==> src/rtl/rgasd_pkg.sv <==
// shared types and constants for the run-length glyph alpha span decoder
// no dependencies; imported by every module of the block
`default_nettype none

package rgasd_pkg;

  localparam int unsigned CODE_W     = 8;   // one coded byte
  localparam int unsigned NIB_W      = 4;   // one 4-bit pixel
  localparam int unsigned ALPHA_W    = 8;   // scaled alpha
  localparam int unsigned RUN_W      = 7;   // run length field of a header
  localparam int unsigned LEFT_W     = 8;   // bytes or pairs still owed (0..128)
  localparam int unsigned CFG_IDX_W  = 3;
  localparam int unsigned HDR_REP_BIT = 7;  // set: repeat run, clear: literal run

  typedef enum logic [CFG_IDX_W-1:0] {
    CFG_CLIP_LEFT   = 3'd0,
    CFG_CLIP_RIGHT  = 3'd1,
    CFG_CLIP_TOP    = 3'd2,
    CFG_CLIP_BOTTOM = 3'd3,
    CFG_COL_OFFSET  = 3'd4,
    CFG_SKIP_ROWS   = 3'd5,
    CFG_ROW_LENGTH  = 3'd6,
    CFG_BRUSH_ALPHA = 3'd7
  } cfg_idx_e;

  // status of one clipped span
  typedef struct packed {
    logic hit;  // some column of the span is inside the window
    logic odd;  // first visible column is the high nibble of a pair
  } span_flags_t;

endpackage

`default_nettype wire

==> src/rtl/rgasd_alpha_scale.sv <==
// scales one 4-bit pixel to 8-bit alpha and multiplies in the brush alpha
// depends on rgasd_pkg
`default_nettype none

module rgasd_alpha_scale (
  input  logic [rgasd_pkg::NIB_W-1:0]   nib_i,
  input  logic [rgasd_pkg::ALPHA_W-1:0] brush_i,
  output logic [rgasd_pkg::ALPHA_W-1:0] alpha_o
);
  import rgasd_pkg::*;

  logic [2*ALPHA_W-1:0] prod;
  logic [2*ALPHA_W-1:0] sum;

  // n*17 is the nibble repeated in both halves of a byte
  assign prod = (2*ALPHA_W)'({nib_i, nib_i}) * (2*ALPHA_W)'(brush_i);
  // floor(x/255) for x below 2^16: (x + 1 + (x >> 8)) >> 8, cannot overflow here
  assign sum     = prod + (2*ALPHA_W)'(1) + {{ALPHA_W{1'b0}}, prod[2*ALPHA_W-1:ALPHA_W]};
  assign alpha_o = sum[2*ALPHA_W-1:ALPHA_W];

endmodule

`default_nettype wire

==> src/rtl/rgasd_span_clip.sv <==
// places the pixel run of one data byte on the screen row and clips it to the window
// depends on rgasd_pkg
`default_nettype none

module rgasd_span_clip #(
  parameter int unsigned COORD_WIDTH = 12
) (
  input  logic [COORD_WIDTH-1:0]        clip_left_i,
  input  logic [COORD_WIDTH-1:0]        clip_right_i,
  input  logic [COORD_WIDTH-1:0]        col_offset_i,
  input  logic [COORD_WIDTH+1:0]        column_pos_i,
  input  logic [rgasd_pkg::LEFT_W-1:0]  pairs_i,
  output logic [COORD_WIDTH-1:0]        first_o,
  output logic [COORD_WIDTH-1:0]        last_o,
  output rgasd_pkg::span_flags_t        flags_o
);
  import rgasd_pkg::*;

  localparam int unsigned SW = COORD_WIDTH + 4;

  logic signed [SW-1:0] left_s;
  logic signed [SW-1:0] right_s;
  logic signed [SW-1:0] start_s;
  logic signed [SW-1:0] end_s;
  logic signed [SW-1:0] first_s;
  logic signed [SW-1:0] last_s;

  always_comb begin
    left_s  = $signed(SW'(clip_left_i));
    right_s = $signed(SW'(clip_right_i));
    start_s = left_s - $signed(SW'(col_offset_i)) + $signed(SW'(column_pos_i));
    end_s   = start_s + $signed(SW'({pairs_i, 1'b0})) - $signed(SW'(1'b1));
    first_s = (start_s > left_s) ? start_s : left_s;
    last_s  = (end_s < right_s) ? end_s : right_s;
    flags_o.hit = (first_s <= last_s);
    flags_o.odd = first_s[0] ^ start_s[0];
    first_o = first_s[COORD_WIDTH-1:0];
    last_o  = last_s[COORD_WIDTH-1:0];
  end

endmodule

`default_nettype wire

==> src/rtl/rle_glyph_alpha_span_decoder.sv <==
// top level: input register, decoder position state, span and alpha logic, result register
// depends on rgasd_pkg, rgasd_span_clip, rgasd_alpha_scale
//
//  channel | beat fields (low bit up)                                  | handshake
//  --------+-----------------------------------------------------------+-----------------
//  s_axis  | tdata: code_byte; tuser: glyph_start                      | tvalid/tready
//  m_axis  | tdata: span_row, span_first, span_last, alpha_at_first,   | tvalid/tready
//          |        alpha_at_next, zero pad                            |
//  cfg     | cfg_idx_i selects register, cfg_wdata_i value             | cfg_we_i, no wait
//
// one coded byte per cycle unless m_axis stalls; a byte waits in the input register and its
// span, if any, is written to the result register as the byte leaves the input register.
// the rate is set by the position update, which sees every byte in order.
// reset returns the decoder to header-expected at column zero and the registers to their
// defaults. a stalled m_axis holds the result and the input register, and s_axis_tready
// falls only while both are full.
`default_nettype none

module rle_glyph_alpha_span_decoder #(
  parameter int unsigned COORD_WIDTH = 12
) (
  input  logic                                clk_i,
  input  logic                                rst_ni,
  // configuration write port
  input  logic                                cfg_we_i,
  input  logic [rgasd_pkg::CFG_IDX_W-1:0]     cfg_idx_i,
  input  logic [COORD_WIDTH-1:0]              cfg_wdata_i,
  // coded byte stream
  input  logic                                s_axis_tvalid,
  output logic                                s_axis_tready,
  input  logic [rgasd_pkg::CODE_W-1:0]        s_axis_tdata,  // code_byte
  input  logic [0:0]                          s_axis_tuser,  // glyph_start
  // span stream
  output logic                                m_axis_tvalid,
  input  logic                                m_axis_tready,
  // span_row, span_first, span_last, alpha_at_first, alpha_at_next, zero pad
  output logic [((3*COORD_WIDTH+2*rgasd_pkg::ALPHA_W+7)/8)*8-1:0] m_axis_tdata
);
  import rgasd_pkg::*;

  localparam int unsigned CW     = COORD_WIDTH;
  localparam int unsigned COLW   = COORD_WIDTH + 2;
  localparam int unsigned PAY_W  = 3*CW + 2*ALPHA_W;
  localparam int unsigned DATA_W = ((PAY_W + 7) / 8) * 8;

  // configuration registers
  logic [CW-1:0]      clip_left_q, clip_right_q, clip_top_q, clip_bottom_q;
  logic [CW-1:0]      col_offset_q, skip_rows_q, row_length_q;
  logic [ALPHA_W-1:0] brush_alpha_q;

  // input register
  logic              in_valid_q;
  logic [CODE_W-1:0] byte_q;
  logic              gs_q;

  // decoder position state
  logic              expect_q, expect_d;
  logic              rep_q, rep_d;
  logic [LEFT_W-1:0] left_q, left_d;
  logic [COLW-1:0]   col_q, col_d;
  logic [CW-1:0]     rskip_q, rskip_d;
  logic [CW-1:0]     srow_q, srow_d;
  logic              fin_q, fin_d;

  // result register
  logic             out_valid_q;
  logic [PAY_W-1:0] out_pay_q;

  logic              adv;
  logic              emit;
  logic [LEFT_W-1:0] pairs;
  logic [COLW-1:0]   col_cur;
  logic [CW-1:0]     first, last;
  span_flags_t       flags;
  logic [ALPHA_W-1:0] a_lo, a_hi;

  // effective state after a glyph start
  logic              e_expect, e_rep, e_fin;
  logic [LEFT_W-1:0] e_left;
  logic [COLW-1:0]   e_col;
  logic [CW-1:0]     e_rskip, e_srow;
  logic              visible;
  logic [CW-1:0]     rskip_inc;
  logic [COLW-1:0]   col_sum;

  assign adv           = in_valid_q && (!out_valid_q || m_axis_tready);
  assign s_axis_tready = !in_valid_q || adv;

  always_ff @(posedge clk_i or negedge rst_ni) begin
    if (!rst_ni) begin
      clip_left_q   <= '0;
      clip_right_q  <= '0;
      clip_top_q    <= '0;
      clip_bottom_q <= '0;
      col_offset_q  <= '0;
      skip_rows_q   <= '0;
      row_length_q  <= CW'(1);
      brush_alpha_q <= '1;
    end else if (cfg_we_i) begin
      unique case (cfg_idx_e'(cfg_idx_i))
        CFG_CLIP_LEFT:   clip_left_q   <= cfg_wdata_i;
        CFG_CLIP_RIGHT:  clip_right_q  <= cfg_wdata_i;
        CFG_CLIP_TOP:    clip_top_q    <= cfg_wdata_i;
        CFG_CLIP_BOTTOM: clip_bottom_q <= cfg_wdata_i;
        CFG_COL_OFFSET:  col_offset_q  <= cfg_wdata_i;
        CFG_SKIP_ROWS:   skip_rows_q   <= cfg_wdata_i;
        CFG_ROW_LENGTH:  row_length_q  <= cfg_wdata_i;
        CFG_BRUSH_ALPHA: brush_alpha_q <= cfg_wdata_i[ALPHA_W-1:0];
        default: ;
      endcase
    end
  end

  always_ff @(posedge clk_i or negedge rst_ni) begin
    if (!rst_ni) begin
      in_valid_q <= 1'b0;
    end else if (s_axis_tready) begin
      in_valid_q <= s_axis_tvalid;
    end
  end

  always_ff @(posedge clk_i) begin
    if (s_axis_tready && s_axis_tvalid) begin
      byte_q <= s_axis_tdata;
      gs_q   <= s_axis_tuser[0];
    end
  end

  always_comb begin
    e_expect = gs_q ? 1'b1 : expect_q;
    e_rep    = gs_q ? 1'b0 : rep_q;
    e_left   = gs_q ? '0 : left_q;
    e_col    = gs_q ? '0 : col_q;
    e_rskip  = gs_q ? '0 : rskip_q;
    e_srow   = gs_q ? clip_top_q : srow_q;
    e_fin    = gs_q ? 1'b0 : fin_q;
    visible  = (e_rskip >= skip_rows_q);
    pairs    = e_rep ? e_left : LEFT_W'(1);
    col_cur  = e_col;
    col_sum  = e_col + COLW'({pairs, 1'b0});
    rskip_inc = e_rskip + CW'(1);

    expect_d = e_expect;
    rep_d    = e_rep;
    left_d   = e_left;
    col_d    = e_col;
    rskip_d  = e_rskip;
    srow_d   = e_srow;
    fin_d    = e_fin;
    emit     = 1'b0;

    priority if (e_fin) begin
      // bytes after the bottom row are dropped
    end else if (visible && (e_srow > clip_bottom_q)) begin
      fin_d = 1'b1;
    end else if (e_expect) begin
      rep_d    = byte_q[HDR_REP_BIT];
      left_d   = LEFT_W'(byte_q[RUN_W-1:0]) + LEFT_W'(1);
      expect_d = 1'b0;
    end else begin
      left_d = e_rep ? '0 : e_left - LEFT_W'(1);
      emit   = visible && (brush_alpha_q != '0) && flags.hit;
      col_d  = col_sum;
      if (left_d == '0) begin
        expect_d = 1'b1;
        // row end is only checked once the whole run is placed
        if (col_sum >= COLW'(row_length_q)) begin
          col_d = '0;
          if (!visible) begin
            rskip_d = rskip_inc;
            if (rskip_inc >= skip_rows_q) begin
              srow_d = clip_top_q;
            end
          end else if (e_srow >= clip_bottom_q) begin
            fin_d = 1'b1;
          end else begin
            srow_d = e_srow + CW'(1);
          end
        end
      end
    end
  end

  rgasd_span_clip #(
    .COORD_WIDTH (COORD_WIDTH)
  ) u_clip (
    .clip_left_i  (clip_left_q),
    .clip_right_i (clip_right_q),
    .col_offset_i (col_offset_q),
    .column_pos_i (col_cur),
    .pairs_i      (pairs),
    .first_o      (first),
    .last_o       (last),
    .flags_o      (flags)
  );

  rgasd_alpha_scale u_alpha_lo (
    .nib_i   (byte_q[NIB_W-1:0]),
    .brush_i (brush_alpha_q),
    .alpha_o (a_lo)
  );

  rgasd_alpha_scale u_alpha_hi (
    .nib_i   (byte_q[CODE_W-1:NIB_W]),
    .brush_i (brush_alpha_q),
    .alpha_o (a_hi)
  );

  always_ff @(posedge clk_i or negedge rst_ni) begin
    if (!rst_ni) begin
      expect_q <= 1'b1;
      rep_q    <= 1'b0;
      left_q   <= '0;
      col_q    <= '0;
      rskip_q  <= '0;
      srow_q   <= '0;
      fin_q    <= 1'b0;
    end else if (adv) begin
      expect_q <= expect_d;
      rep_q    <= rep_d;
      left_q   <= left_d;
      col_q    <= col_d;
      rskip_q  <= rskip_d;
      srow_q   <= srow_d;
      fin_q    <= fin_d;
    end
  end

  always_ff @(posedge clk_i or negedge rst_ni) begin
    if (!rst_ni) begin
      out_valid_q <= 1'b0;
    end else if (adv) begin
      out_valid_q <= emit;
    end else if (m_axis_tready) begin
      out_valid_q <= 1'b0;
    end
  end

  always_ff @(posedge clk_i) begin
    if (adv && emit) begin
      out_pay_q <= {flags.odd ? a_lo : a_hi,
                    flags.odd ? a_hi : a_lo,
                    last, first, e_srow};
    end
  end

  assign m_axis_tvalid = out_valid_q;
  assign m_axis_tdata  = DATA_W'(out_pay_q);

endmodule

`default_nettype wire

==> config.mk <==
export PLATFORM = sky130hd
export DESIGN_NAME = rle_glyph_alpha_span_decoder
export DESIGN_NICKNAME = d
export VERILOG_FILES = /design/src/rtl/rgasd_pkg.sv /design/src/rtl/rgasd_alpha_scale.sv /design/src/rtl/rgasd_span_clip.sv /design/src/rtl/rle_glyph_alpha_span_decoder.sv
export SDC_FILE = /design/constraint.sdc
export NUM_CORES = 1
export LEC_CHECK = 0
export BUFFER_PORTS_ARGS = -buffer_cell sky130_fd_sc_hd__buf_2
export CAP_MARGIN = 20
export CORE_MARGIN = 1.5
export CORE_UTILIZATION = 26
export DETAILED_ROUTE_END_ITERATION = 6
export PLACE_DENSITY = 0.43
export SYNTH_ARGS = -nofsm -noshare
export SYNTH_HDL_FRONTEND = slang
export SYNTH_SLANG_ARGS = --single-unit
==> constraint.sdc <==
create_clock -name clk_i -period 27.5 [get_ports clk_i]
set_input_delay 5.5 -clock clk_i [delete_from_list [all_inputs] [get_ports clk_i]]
set_output_delay 5.5 -clock clk_i [all_outputs]
set_load 0.01 [all_outputs]
==> run summary <==
status - finished, final reports clean
CTS root buf - clkbuf_16
fin crit period - 11.43 ns
CTS tree - yes
Worst-Margin Slew - 1.08 ns
initial core utilization - 26.3%
Worst setup SP type - input port
WS Path Type - in -> out
TritonCTS Buffers - 27
clock skew - 0.0187 ns
WP data arrival - 5.93 ns
Via density - 4.72
layout cells sized above 1 - 11.6%
number of global-route vias before repair - 14.1k
final WL - 50500 um
Hold Violations, Final - 0
delay of the slowest cell on the worst path - 0.18 ns
Critical Path RT - 22.00 ns
GRT overflow - 0
hpwl dp - 39100 um
Detailed Routing Iterations Pass 1 - 5
CTS Sinks - 204
Detail Route Antenna Nets - 0
CP Capture Type - output port
Area Overhead vs Synth - 12.7%
Post-CTS Setup Bufs - 0
async set or reset register ratio after synthesis - 70.1%
Highest Signal Layer - met4
Max Cap Violations - 0
crit path max-delay cell type - nand3b_1
netlist area before placement - 18000 sq um
I/O pin cnt - 87
core area - 68600 sq um
routed vias - 13.8k
Fmax - 0.0875 GHz
Die ar. - 71000 sq um
setup tns final - 0 ns
placed instance count - 2867
register area share after synthesis - 30.1%
CTS Buffer Depth - 3
Post-Syn Area per Cell - 9.50 sq um
EDFF count, synth - 61
antenna violations before repair - 1
unique cell type count in the Yosys netlist - 86
H-Tree Depth - 1
Clk pin slew, worst setup/hold paths - 0.05 ns
DRT met1 WL - 24800 um
number of synthesis warnings - 0
DRC viols - 0
CP Cell Sequence - buf_2, nand3b_1, buf_2
Buffers on Ports - 82
met2 WL - 22900 um
worst slack, placed - 16.07 ns
drt wl/cell - 17.3 um
Final setup viols - 0
relative slew slack - 27.5%
CP Max Fanout - 3
cells after synthesis - 1898
1st-iter DRT viols - 689
die width - 266 um
GPL Wtd Cong - 0.830
max-slew violations - 0
std cell rows - 96
met3 WL post-DR - 1650 um
RSZ-0062 raised after global routing - no
Non-Filler Instances - 2918
worst hold-check path type - reg -> reg
largest net degree at the start of global routing - 66
main flop type after synthesis - dfrtp_1
setup ws final - 16.07 ns
most frequent CP cell - buf_2
hold_buf cts - 0
Die Y - 266 um
global-route total usage across every layer - 14.3%
global-route wire length before repair - 79500 um
cts repair resizes - 0
Worst-Skew Late Latency - 0.58 ns
final period utilization - 41.6%
nets - 2297
FF+latch count, synth - 204
through the flow:
stage | util [%] | cell area [sq um] | hold slack, ns
finish | 29.6 | 20300 | 0.479
global route | 29.6 | 20300 | 0.495
CTS | 29.6 | 20300 | 0.483
detailed placement | 28.4 | 19500 | 0.470
global placement | 28.4 | 19500 | 0.462
floorplan | - | 18100 | 0.442
critical path, delay by kind of cell:
kind,cells,cell delay (ns)
simple gates,1,0.18
buf+inv,2,0.26
state kept, by name (all words and copies together) (netlist names):
register and flops:
brush_alpha_q 8, byte_q 8, clip_bottom_q 12, clip_left_q 12, clip_right_q 12, clip_top_q 12, col_offset_q 12, col_q 14
expect_q 1, fin_q 1, gs_q 1, in_valid_q 1, left_q 8, m_axis_tvalid 1, out_pay_q 52, rep_q 1
row_length_q 12, rskip_q 12, skip_rows_q 12, srow_q 12
cell type report:
cell class | count | area [sq um]
clock inverters | 10 | 110
diodes | 1 | 2.50
multi-input cells | 1394 | 11500
clock buffers | 40 | 734
repair buffers | 95 | 514
flip-flops and latches | 204 | 5420
inverters | 243 | 912
fillers | 7308 | 48300
well taps | 931 | 1160
metal layers:
| layer | global-route usage, % | vias up |
|---|---|---|
| li1 | - | 6778 |
| met1 | 20.1 | 6731 |
| met2 | 23.3 | 201 |
| met3 | 1.69 | 54 |
| met4 | 3.44 | 0 |
| met5 | 0 | - |
cells in the final DEF (no fill, tap or decap), types with 62 or more instances in the layout:
cell / count
a21oi_1: 87
dfrtp_1: 133
nor2_1: 96
fa_1: 68
inv_1: 241
o21ai_0: 88
mux2_2: 62
nand2_1: 147
buf_2: 81
ha_1: 235
cells by family (layout without fill, tap and decap cells):
kind of cell             count (synthesis)  count (layout)  synth area share [%]
AO/OA/AOI/OAI                          387             387                  14.4
adder cells (fa/ha/maj)                305             305                  24.0
buffers and inverters                  303             388                  6.59
XOR/XNOR                                96              96                  4.74
multiplexers                           110             110                  6.53
AND/OR/NAND/NOR                        492             492                  13.7
other                                    1               5                0.0208
flip-flops                             204             204                  30.1
synthesized netlist by cell type (7+ instances only):
| cell type | number | area, sq um |
|---|---|---|
| dfrtp_1 | 133 | 3330 |
| clkbuf_1 | 44 | 165 |
| nand4_1 | 16 | 100 |
| edfxtp_1 | 61 | 1830 |
| o211ai_1 | 15 | 113 |
| o21a_1 | 27 | 203 |
| or3_1 | 10 | 62.6 |
| o21ai_0 | 88 | 440 |
| o22ai_1 | 9 | 56.3 |
| mux2_2 | 62 | 698 |
| xnor2_1 | 57 | 499 |
| nand2b_1 | 15 | 93.8 |
| nand2_1 | 147 | 552 |
| or2_2 | 9 | 56.3 |
| nor4_1 | 8 | 50.1 |
| xor2_1 | 37 | 324 |
| nor3_1 | 25 | 125 |
| nor2b_1 | 37 | 231 |
| fa_1 | 68 | 1360 |
| and2_1 | 53 | 332 |
| a22o_1 | 17 | 149 |
| mux2i_1 | 48 | 480 |
| and3_1 | 16 | 100 |
| a31oi_1 | 10 | 62.6 |
| a211oi_1 | 16 | 120 |
| a21oi_1 | 87 | 435 |
| inv_1 | 241 | 905 |
| dfstp_2 | 10 | 263 |
| o31ai_1 | 12 | 90.1 |
| nor2_1 | 96 | 360 |
| ha_1 | 235 | 2940 |
| nand3_1 | 33 | 165 |
| a21o_1 | 26 | 195 |
| buf_1 | 7 | 26.3 |
worst paths after layout:
| kind | startpoint | endpoint | slack [ns] | cells past startpoint |
|---|---|---|---|---|
| worst max-delay path | m_axis_tready | s_axis_tready | 16.07 | 3 |
| worst min-delay path | srow_q[11] | srow_q[11] | 0.48 | 2 |
| worst max register to register | gs_q | out_pay_q[21] | 17.02 | 38 |
| worst min register to register | srow_q[11] | srow_q[11] | 0.48 | 2 |
| max in group asynchronous | rst_ni | brush_alpha_q[1] | 20.93 | 3 |
| min in group asynchronous | rst_ni | skip_rows_q[8] | 4.92 | 1 |
Power is not shown: default switching activity piles up to over one toggle a cycle in this logic, so the estimate is an artifact.
